`src/rtl/internet_checksum_pseudo_header_unit_macros.svh`:
```
// assertion macros for the internet checksum pseudo-header unit
// no dependencies; included by the top level
`ifndef INTERNET_CHECKSUM_PSEUDO_HEADER_UNIT_MACROS_SVH
`define INTERNET_CHECKSUM_PSEUDO_HEADER_UNIT_MACROS_SVH

`ifndef SYNTHESIS

// same-cycle implication
`define ICPH_ASSERT_SAME(label, clk, rstn, ante, cons) \
    label: assert property (@(posedge clk) disable iff (!(rstn)) (ante) |-> (cons)) \
        else $error("icph assertion failed");

// next-cycle implication
`define ICPH_ASSERT_NEXT(label, clk, rstn, ante, cons) \
    label: assert property (@(posedge clk) disable iff (!(rstn)) (ante) |=> (cons)) \
        else $error("icph assertion failed");

`else

`define ICPH_ASSERT_SAME(label, clk, rstn, ante, cons)
`define ICPH_ASSERT_NEXT(label, clk, rstn, ante, cons)

`endif

`endif

```
`src/rtl/icph_pkg.sv`:
```
// shared constants for the internet checksum pseudo-header unit
// no dependencies
package icph_pkg;

    localparam int unsigned BYTE_W  = 8;
    localparam int unsigned WORD_W  = 16;
    localparam int unsigned KIND_W  = 2;

    // header kind codes; the unused code is treated as plain
    localparam logic [KIND_W-1:0] KIND_PLAIN = 2'd0;
    localparam logic [KIND_W-1:0] KIND_UDP   = 2'd1;
    localparam logic [KIND_W-1:0] KIND_TCP   = 2'd2;

    localparam logic [WORD_W-1:0] PROTO_UDP       = 16'd17;
    localparam logic [WORD_W-1:0] PROTO_TCP       = 16'd6;
    localparam logic [WORD_W-1:0] PSEUDO_LEN_BIAS = 16'd8;

    typedef logic [WORD_W-1:0] word_t;
    typedef logic [BYTE_W-1:0] byte_t;
    typedef logic [KIND_W-1:0] kind_t;

endpackage

```
`src/rtl/internet_checksum_pseudo_header_unit.sv`:
```
// internet checksum unit: input register, one sum/fold stage, result register
// the last byte passes through the input register and then the result register before its checksum beat is offered
// throughput: one byte per cycle; a stall only while a finished checksum is not taken
// the four-term add and double carry fold sit between the input and result registers
// reset: synchronous active-low aresetn empties both registers and ends any open message
// depends on icph_pkg and internet_checksum_pseudo_header_unit_macros.svh
`include "internet_checksum_pseudo_header_unit_macros.svh"

module internet_checksum_pseudo_header_unit (
    input  logic                  aclk,
    input  logic                  aresetn,
    input  logic                  s_valid,
    output logic                  s_ready,
    input  icph_pkg::byte_t       s_data_byte,
    input  icph_pkg::kind_t       s_header_kind,
    input  logic                  s_last_byte,
    output logic                  m_valid,
    input  logic                  m_ready,
    output icph_pkg::word_t       m_checksum_value
);
    import icph_pkg::*;

    // input register
    logic  in_valid_reg;
    byte_t in_byte_reg;
    kind_t in_kind_reg;
    logic  in_last_reg;

    // message state
    word_t running_sum_reg,  running_sum_next;
    byte_t held_high_reg,    held_high_next;
    logic  byte_pending_reg, byte_pending_next;
    word_t bytes_seen_reg,   bytes_seen_next;
    kind_t active_kind_reg,  active_kind_next;
    logic  in_message_reg,   in_message_next;

    // result register
    logic  m_valid_reg;
    word_t m_value_reg;

    logic  out_free;
    logic  stage_go;
    logic  pending;
    kind_t kind;
    logic  pseudo;
    word_t base_sum;
    word_t word_term;
    word_t proto_term;
    word_t len_term;
    logic [WORD_W+1:0] raw_sum;
    logic [WORD_W:0]   fold1;
    word_t             folded;

    assign out_free = !m_valid_reg || m_ready;
    assign stage_go = in_valid_reg && (!in_last_reg || out_free);
    assign s_ready  = !in_valid_reg || stage_go;

    always_comb begin
        // a new message starts from cleared state
        pending  = in_message_reg && byte_pending_reg;
        base_sum = in_message_reg ? running_sum_reg : '0;
        kind     = in_message_reg ? active_kind_reg : in_kind_reg;
        pseudo   = (kind == KIND_UDP) || (kind == KIND_TCP);

        bytes_seen_next = (in_message_reg ? bytes_seen_reg : '0) + 16'd1;

        if (pending) begin
            word_term = {held_high_reg, in_byte_reg};
        end else if (in_last_reg) begin
            // unpaired final byte goes in as a high byte
            word_term = {in_byte_reg, {BYTE_W{1'b0}}};
        end else begin
            word_term = '0;
        end

        proto_term = '0;
        len_term   = '0;
        if (in_last_reg && pseudo) begin
            proto_term = (kind == KIND_UDP) ? PROTO_UDP : PROTO_TCP;
            len_term   = bytes_seen_next - PSEUDO_LEN_BIAS;
        end

        // end-around carry over all terms at once: fold twice
        raw_sum = {2'b00, base_sum} + {2'b00, word_term}
                + {2'b00, proto_term} + {2'b00, len_term};
        fold1   = {1'b0, raw_sum[WORD_W-1:0]} + {{(WORD_W-1){1'b0}}, raw_sum[WORD_W+1:WORD_W]};
        folded  = fold1[WORD_W-1:0] + {{(WORD_W-1){1'b0}}, fold1[WORD_W]};

        running_sum_next  = folded;
        held_high_next    = pending ? held_high_reg : in_byte_reg;
        byte_pending_next = !in_last_reg && !pending;
        active_kind_next  = kind;
        in_message_next   = !in_last_reg;
    end

    always_ff @(posedge aclk) begin
        if (!aresetn) begin
            in_valid_reg <= 1'b0;
        end else if (s_ready) begin
            in_valid_reg <= s_valid;
        end
    end

    always_ff @(posedge aclk) begin
        if (s_valid && s_ready) begin
            in_byte_reg <= s_data_byte;
            in_kind_reg <= s_header_kind;
            in_last_reg <= s_last_byte;
        end
    end

    always_ff @(posedge aclk) begin
        if (!aresetn) begin
            running_sum_reg  <= '0;
            held_high_reg    <= '0;
            byte_pending_reg <= 1'b0;
            bytes_seen_reg   <= '0;
            active_kind_reg  <= KIND_PLAIN;
            in_message_reg   <= 1'b0;
        end else if (stage_go) begin
            running_sum_reg  <= running_sum_next;
            held_high_reg    <= held_high_next;
            byte_pending_reg <= byte_pending_next;
            bytes_seen_reg   <= bytes_seen_next;
            active_kind_reg  <= active_kind_next;
            in_message_reg   <= in_message_next;
        end
    end

    always_ff @(posedge aclk) begin
        if (!aresetn) begin
            m_valid_reg <= 1'b0;
        end else if (stage_go && in_last_reg) begin
            m_valid_reg <= 1'b1;
        end else if (m_ready) begin
            m_valid_reg <= 1'b0;
        end
    end

    always_ff @(posedge aclk) begin
        if (stage_go && in_last_reg) begin
            m_value_reg <= ~folded;
        end
    end

    assign m_valid          = m_valid_reg;
    assign m_checksum_value = m_value_reg;

    `ICPH_ASSERT_NEXT(a_last_gives_beat, aclk, aresetn, stage_go && in_last_reg, m_valid_reg && !in_message_reg)
    `ICPH_ASSERT_NEXT(a_mid_keeps_message, aclk, aresetn, stage_go && !in_last_reg, in_message_reg)
    `ICPH_ASSERT_SAME(a_idle_no_pending, aclk, aresetn, !in_message_reg, !byte_pending_reg)
    `ICPH_ASSERT_SAME(a_stall_only_on_full, aclk, aresetn, in_valid_reg && !stage_go, m_valid_reg && !m_ready)

endmodule
```
`config.mk`:
```
export PLATFORM = sky130hd
export DESIGN_NAME = internet_checksum_pseudo_header_unit
export DESIGN_NICKNAME = d
export VERILOG_FILES = /design/src/rtl/icph_pkg.sv /design/src/rtl/internet_checksum_pseudo_header_unit.sv
export VERILOG_INCLUDE_DIRS = /design/src /design/src/rtl
export SDC_FILE = /design/constraint.sdc
export NUM_CORES = 1
export LEC_CHECK = 0
export ABC_CLOCK_PERIOD_IN_PS = 17500
export BUFFER_PORTS_ARGS = -buffer_cell sky130_fd_sc_hd__buf_2
export CAP_MARGIN = 40
export CORE_MARGIN = 2
export CORE_UTILIZATION = 30
export DETAILED_ROUTE_END_ITERATION = 8
export HOLD_SLACK_MARGIN = 0.08
export PLACE_DENSITY = 0.47
export SLEW_MARGIN = 20
export SYNTH_ARGS = -nofsm -noshare
export SYNTH_HDL_FRONTEND = slang
export SYNTH_SLANG_ARGS = --single-unit
```
`constraint.sdc`:
```
create_clock -name aclk -period 17.5 [get_ports aclk]
set_input_delay 3.5 -clock aclk [delete_from_list [all_inputs] [get_ports aclk]]
set_output_delay 3.5 -clock aclk [all_outputs]
set_load 0.005 [all_outputs]
```
==> impl_summary.md, run 1 <==
Flow run
The tool flagged a number of max-cap violations equal to 0.

Clock network
The maximum buffer depth of the clock tree is 2. For this design, the sink count on the clock tree is 73. The clock latency at the later pin of the worst-skew pair is 0.35 ns. Hold repair after CTS inserted 0 buffers. Post-CTS repair changed the size of 0 cells. The number of setup buffers added after CTS is 0.

Clock tree synthesis inserted a total of 9 buffers. The TritonCTS clock tree is built. The maximum level of the CTS H-tree is 3. After clock tree synthesis, the clock-pin slew on the worst setup and hold paths is 0.06 ns.

The library cell used as clock root buffer is clkbuf_16.

Die
For this design the top-level I/O count stands at 33. The effective utilization at floorplan is 30.9%. The horizontal extent of the die is 140 um.

The area of the core is 18100 um2. The die covers 19700 um2. The die outline height is 140 um. The row count is 49.

Route
Summed over all layers, the routed wires come to 14700 um. The routed length per placed instance is 16.3 um. The number of detailed-routing iterations run before antenna repair is 4. The number of design-rule violations left by the first detailed-router iteration is 273. The number of vias per cell is 5.06. In the routed design, unresolved DRC markers number 0. The count of nets left with antenna violations once routing finished came out at 0. Summing over every cut layer, the via total after detailed routing is 4569.

STA
The final count of pins violating max slew is 0. In the finished design, the share of the clock period the worst path needs comes to 54.0%. The highest clock frequency the design can meet is 106 MHz. Across all hold checks on the routed design, the worst slack comes to 0.454 ns. The smallest clock period supported by the final layout is computed as 9.46 ns.

Setup violations remaining at the end of the flow were counted as 0. Setup repair after global routing left no endpoint under its margin. The worst-case clock skew is 0.00991 ns. After routing, the total negative slack on setup checks comes to 0 ns.

The final count of hold timing violations was 0. The worst pin sits at a relative slew slack of 60.8%. At the pin with the least slew margin, the transition time is 0.587 ns.

In the post-route analysis, the smallest setup slack over all paths is 8.04 ns.

Worst setup path
The critical path's slowest cell is or4_4. The number of cells traversed by the worst register-to-register path is 37. The worst reg2reg path endpoint is m_checksum_value[15].

The worst setup path is captured at a flip-flop. The critical path arrival is 9.56 ns. The most numerous cell type found on the critical path is nand3_1. In this run the worst path has a maximum fanout of 47. STA classifies the critical path startpoint as a flip-flop. The critical path's largest stage delay is 0.58 ns. The worst setup path is of the reg -> reg kind. The worst register-to-register path begins at in_message_reg.

In this run the register-to-register setup slack is 8.04 ns. The required time at the endpoint of the critical path is 17.60 ns.

Placed design
Summed over all nets, the half-perimeter wirelength after detailed placement is 11700 um. The post-placement setup slack is 8.15 ns. The number of buffers added on ports is 32. The routability congestion estimate from global placement is 0.875. The placed instances occupy a cell area of 5970 um2.

Power
The combinational group share of total power is 25.4%. In this run the power density over the cells is 80.8 nW/um2. The analysis attributes to cell leakage a power of 2.56 nW. In this run the power spent charging and discharging nets is 162 uW. In this run, the clock network consumes 36.4% of the power. The switching share of total power is 32.1%. The sequential share of power is 38.3%. The largest voltage drop on the vdd net is 45.6 uV.

The internal power summed over all cells is 344 uW.

Synthesis
In the synthesized netlist, the number of instances is 649. The combinational family with the most area after synthesis is simple AND/OR/NAND/NOR gates. After synthesis, the share of cell area in mux cells is 1.48%. Sorting the synthesized cells by area gives the leading types as dfxtp_1 (16%), edfxtp_1 (15%), ha_1 (8.1%).

The Yosys step of the flow raised 0 warnings. The area share of the largest cell type after synthesis is 16.5%. The synthesized netlist devotes 9.16% of its cell area to XOR and XNOR gates. The synthesized area per cell is 8.60 um2. The mapped cell area is 5580 um2.

The share of synthesized cell area in full adder, half adder and majority cells is 15.6%. dfxtp_1 takes more of the synthesized area than any other cell. Of the total synthesized cell area, the portion taken by AND, OR, NAND and NOR gates is 22.8%. The net count after synthesis is 721. Yosys mapped the design onto 66 distinct sky130hd cell types.

Sequential elements use 31.0% of the synthesized area. After synthesis the netlist holds a flip-flop and latch count of 73. In the synthesized netlist the dominant register cell turns out to be dfxtp_1. After synthesis, the share of flip-flops with an asynchronous set or reset is 0%. Summing the areas of all compound-gate instances in the mapped netlist gives 15.8% of the synthesized area. The synthesized design contains 27 enable-type register cells.

Hold path
The hold-critical path endpoint is active_kind_reg[0]. The worst hold path begins at active_kind_reg[0]. The worst hold path passes through 2 cells. The type of the tightest min-delay check is reg -> reg.

Run status
The run finished with clean final reports.

Global routing
The initial antenna violation count came to 0. The via count of the first global-routing pass is 4407. Summed over all layers, the global routing overflow is 0.

The global-route wire length before repair is 24200 um. Entering global routing, the biggest net connects 48 pins. For this run, the total global-route usage over all layers was measured as 15.7%.

Final layout
Cells with a size suffix above 1 make up 10.7% of the layout. The number of antenna diodes in the final layout is 0. The final-layout fill cell count is 1868.

The final design area excluding fillers is 6260 um2. The area growth from synthesis to layout is 12.2%. The final layout contains 741 nets.
cell usage in the layout (no fill, tap or decap), types with 21 or more instances in the layout:
cell type / Yosys / layout
inv_1: 31 / 31
ha_1: 36 / 36
a21oi_1: 51 / 51
xnor2_1: 35 / 35
nand2_1: 95 / 95
dfxtp_1: 46 / 46
fa_1: 21 / 21
nor2_1: 62 / 62
nand3_1: 30 / 30
edfxtp_1: 27 / 27
buf_2: 3 / 33
kinds of logic after synthesis:
kind of cell	after synthesis
DFF	73
adders and majority gates	57
xor gates and xnor gates	55
AOI/OAI and AO/OA	129
buffers and inverters	60
and+or+nand+nor	267
muxes	8
metrics by stage:
step | instances | power (mW) | util (%)
2_1_floorplan | 649 | 0.289 | -
3_3_place_gp | 885 | 0.325 | 32.9
3_5_place_dp | 887 | 0.326 | 33.0
4_1_cts | 903 | 0.512 | 34.6
5_1_grt | 903 | 0.537 | 34.6
6_report | 903 | 0.506 | 34.6
power groups by stage:
| stage | Clock (mW) | Sequential [mW] | Combinational [mW] |
|---|---|---|---|
| 6_report | 0.184 | 0.194 | 0.128 |
| 2_1_floorplan | 0 | 0.194 | 0.0947 |
| 5_1_grt | 0.199 | 0.195 | 0.144 |
| 3_3_place_gp | 0 | 0.197 | 0.128 |
| 4_1_cts | 0.189 | 0.194 | 0.129 |
| 3_5_place_dp | 0 | 0.197 | 0.128 |
how the worst max path moves through the flow:
stage | startpoint | endpoint | depth (start not counted)
4_1_cts | in_message_reg | m_checksum_value[15] | 37
5_1_grt | in_message_reg | m_checksum_value[15] | 37
2_1_floorplan | in_message_reg | m_checksum_value[15] | 40
3_3_place_gp | in_message_reg | m_checksum_value[15] | 37
3_5_place_dp | in_message_reg | m_checksum_value[15] | 37
6_report | in_message_reg | m_checksum_value[15] | 37
synthesized netlist by cell type, types with 3 or more instances:
cell       count
nand2b_1       9
and3_1        14
o31ai_1        3
ha_1          36
buf_2          3
dfxtp_1       46
nor2b_1        4
nand4_1        7
inv_1         31
nand2_1       95
xnor2_1       35
edfxtp_1      27
o21ai_0       15
a211oi_1      11
or3_1          4
nand3_1       30
clkbuf_1      25
and2_1        18
xor2_1        16
mux2i_1        6
nor3_1         9
a31oi_1        3
a21o_1         9
nor2_1        62
o2111ai_1      4
o21a_1         4
fa_1          21
nor3b_1        3
o21ai_1        3
a21oi_1       51
cell type report:
class	instances	area (um2)	area share, %
multi-input cells	516	3620	57.9
flip-flops and latches	73	1730	27.6
well taps	229	287	4.57
clock buffers	9	225	3.60
repair buffers	38	210	3.36
inverters	31	116	1.86
clock inverters	7	70.1	1.12
critical path, delay by kind of cell, from the launching register on:
family | cells | cell delay [ns]
AO/OA/AOI/OAI | 8 | 1.71
AND/OR/NAND/NOR | 20 | 4.81
buffers and inverters | 2 | 0.52
XOR/XNOR | 1 | 0.15
flip-flops | 1 | 0.31
adder cells (fa/ha/maj) | 6 | 1.72
layer usage:
metal | vias up | track usage, % | share of wire, %
met1 | 2175 | 22.3 | 49
met3 | 13 | 3.04 | 3.9
met5 | - | 0 | 0
met4 | 0 | 3.83 | 0.93
li1 | 2300 | - | -
met2 | 81 | 24.7 | 46
Note: power is estimated with default switching activity, not from simulation.
==> run 2, diff against run 1 <==
Settings changed: ABC_CLOCK_PERIOD_IN_PS 17500 to 9550.
Clock period 17.5 ns to 9.55 ns, I/O delays scaled along.
==> impl_summary.md, run 2 (synthesis results as in run 1) <==
Final layout
Relative to the synthesized area, the layout overhead comes to 12.2%. The library cell used most frequently in the layout, excluding fill and tap cells, is nand2_1. At the end of the flow, the number of nets in the layout was 742. Summing all non-filler instances in the final layout gives an area of 6270 um2. In the final layout, the share of cells above drive strength 1 is 10.8%. The final cell count without fillers is 904. Leaving out fill and tap cells, the most frequent cells in the layout are nand2_1 (95), nor2_1 (62), a21oi_1 (51). The number of antenna repair diodes is 0.

Die
The effective utilization at floorplan is 30.9%. The horizontal extent of the die is 140 um. During I/O placement, the number of pins put on the boundary was 33. The floorplan step set the die height to 140 um. The die covers 19700 um2. The floorplan step defined a core boundary enclosing 18100 um2. The row count is 49.

Clock network
Buffers added to address setup during post-CTS repair amount to 0. The clock latency at the later pin of the worst-skew pair is 0.35 ns. The TritonCTS clock tree is built. The number of buffers inserted during clock tree synthesis is 9. The maximum buffer depth of the clock tree is 2. Clock tree synthesis found a total of 73 sinks. CTS built an H-tree with a depth of 3. The clock-pin slew on the worst setup and hold paths is 0.06 ns. The library cell used as clock root buffer is clkbuf_16.

Route
The pre-antenna-repair detailed-routing pass consisted of 4 iterations. The remaining antenna violation count after routing is 0. The wire length reported by the detailed router is 14400 um. The number of design-rule violations left by the first detailed-router iteration is 251. The routed length per placed instance is 16.0 um. Using the TritonRoute via totals, the vias-per-cell ratio works out to 5.00. After detailed routing, the number of remaining DRC violations is 0. The total vias in the final route is 4516.

STA
Setup repair after global routing left no endpoint under its margin. The transition time at the pin with the least slew margin is 0.542 ns. The remaining max-slew budget at the tightest pin is 63.6%. Setup violations remaining at the end of the flow were counted as 0.

For the final database, setup skew stands at 0.00895 ns. The final count of hold timing violations is 0. The final cycle utilization of the critical path is 92.0%. The total negative slack for setup checks is 0 ns. For this run, the top clock speed supported by timing is 114 MHz. The worst path meets setup with 0.764 ns of slack. The final count of pins violating max slew is 0. The shortest clock period the worst path allows after layout is 8.79 ns.

Run status
The run finished with clean final reports.

Power
The internal power summed over all cells is 621 uW. The switching share of total power is 32.4%. The clock network fraction of design power is 36.0%.

After layout, the design draws a total of 919 uW. The total power per unit cell area is 147 nW/um2. The largest voltage drop on the vdd net is 89.6 uV. The leakage power total is 2.58 nW. The net switching power figure is 298 uW. The combinational group share of total power is 25.6%. Per report_power, the sequential group accounts for 38.4% of the total.

Placed design
Prior to clock tree synthesis, the placed netlist has a worst setup slack of 0.528 ns. The number of placed instances, taps included, is 888. Input and output buffers added on the ports amount to 32. The routability congestion estimate from global placement is 0.829. The placement-stage cell area is 5980 um2. The half-perimeter wire length after placement is 11400 um.

Worst setup path
STA puts the critical path data arrival time at 8.89 ns. The critical path is of the reg -> reg type. The number of cells traversed by the worst register-to-register path is 32.

The largest fanout on the critical path is 44. Among the stages of the critical path, the cell type that occurs most often is ha_1. The startpoint kind of the worst setup timing path is a flip-flop. The worst setup path is captured at a flip-flop. The critical path's largest stage delay is 0.53 ns. The critical path's slowest cell is fa_1. The required time at the endpoint of the critical path is 9.66 ns.

Global routing
The global-route congestion overflow total is 0. Entering global routing, the biggest net connects 45 pins. The global-route wire length before repair is 23300 um. The via count of the first global-routing pass came to 4300. The initial antenna violation count is 0. The global-route total usage across every layer is 15.2%.

Flow run
Across the run, the number of max-cap violations was 0.

Hold path
The worst hold path stage count is 2. The worst hold path belongs to the class reg -> reg.
## run 2: cell count changes in the layout (fill, tap and decap cells not counted), sizes merged
cell and delta:
clkinv +2, clkinvlp -3, buf +1, bufinv -1, inv +1, clkbuf +1
## run 2: worst paths after layout
path                                        from  slack (ns)              endpoint
worst max-delay path              in_message_reg        0.76  m_checksum_value[15]
worst min-delay path            held_high_reg[4]        0.45      held_high_reg[4]
worst max register to register    in_message_reg        0.76  m_checksum_value[15]
worst min register to register  held_high_reg[4]        0.45      held_high_reg[4]
## run 2: final cells by class
| cell class | instances | area, um2 |
|---|---|---|
| Timing Repair Buffer | 39 | 218 |
| Multi-Input combinational cell | 516 | 3630 |
| Clock buffer | 10 | 250 |
| Inverter | 31 | 116 |
| Clock inverter | 6 | 38.8 |
| Tap cell | 229 | 287 |
| Sequential cell | 73 | 1730 |
| Fill cell | 1842 | 11800 |
## run 2: timing repair
action                     in CTS  in global routing
setup endpoints to repair       0                  2
hold endpoints to repair        0                  0
gates resized for setup         0                  2
hold buffers                    0                  0
## run 2: stage by stage
stage                     utilization (%)  hold WS (ns)
final                                34.7         0.453
after global routing                 34.7         0.476
after CTS                            34.6         0.457
after detailed placement             33.0         0.449
after global placement               32.9         0.443
after floorplan                         -         0.433
## run 2: worst max-delay path, delay by kind of cell (launching register included)
kind / cells / cell delay (ns)
flip-flops: 1 / 0.37
adder cells (fa/ha/maj): 7 / 2.30
AND/OR/NAND/NOR: 11 / 2.64
XOR/XNOR: 1 / 0.16
multiplexers: 1 / 0.40
buffers and inverters: 2 / 0.44
AO/OA/AOI/OAI: 10 / 2.23
## run 2: power groups by stage
| stage | Sequential, mW | Clock [mW] | Combinational (mW) |
|---|---|---|---|
| final | 0.353 | 0.331 | 0.235 |
| after global routing | 0.355 | 0.353 | 0.264 |
| after CTS | 0.353 | 0.341 | 0.237 |
| after detailed placement | 0.360 | 0 | 0.235 |
| after global placement | 0.360 | 0 | 0.234 |
| after floorplan | 0.356 | 0 | 0.173 |
## run 2: per-layer routing
metal / track usage [%] / share of wire, % / vias to the layer above / wire length (um)
met5: 0 / 0 / - / 0
met4: 4.47 / 1.4 / 0 / 197
met3: 2.43 / 3.7 / 15 / 538
met2: 23.8 / 46 / 92 / 6630
met1: 21.7 / 49 / 2109 / 7080
li1: - / - / 2300 / -
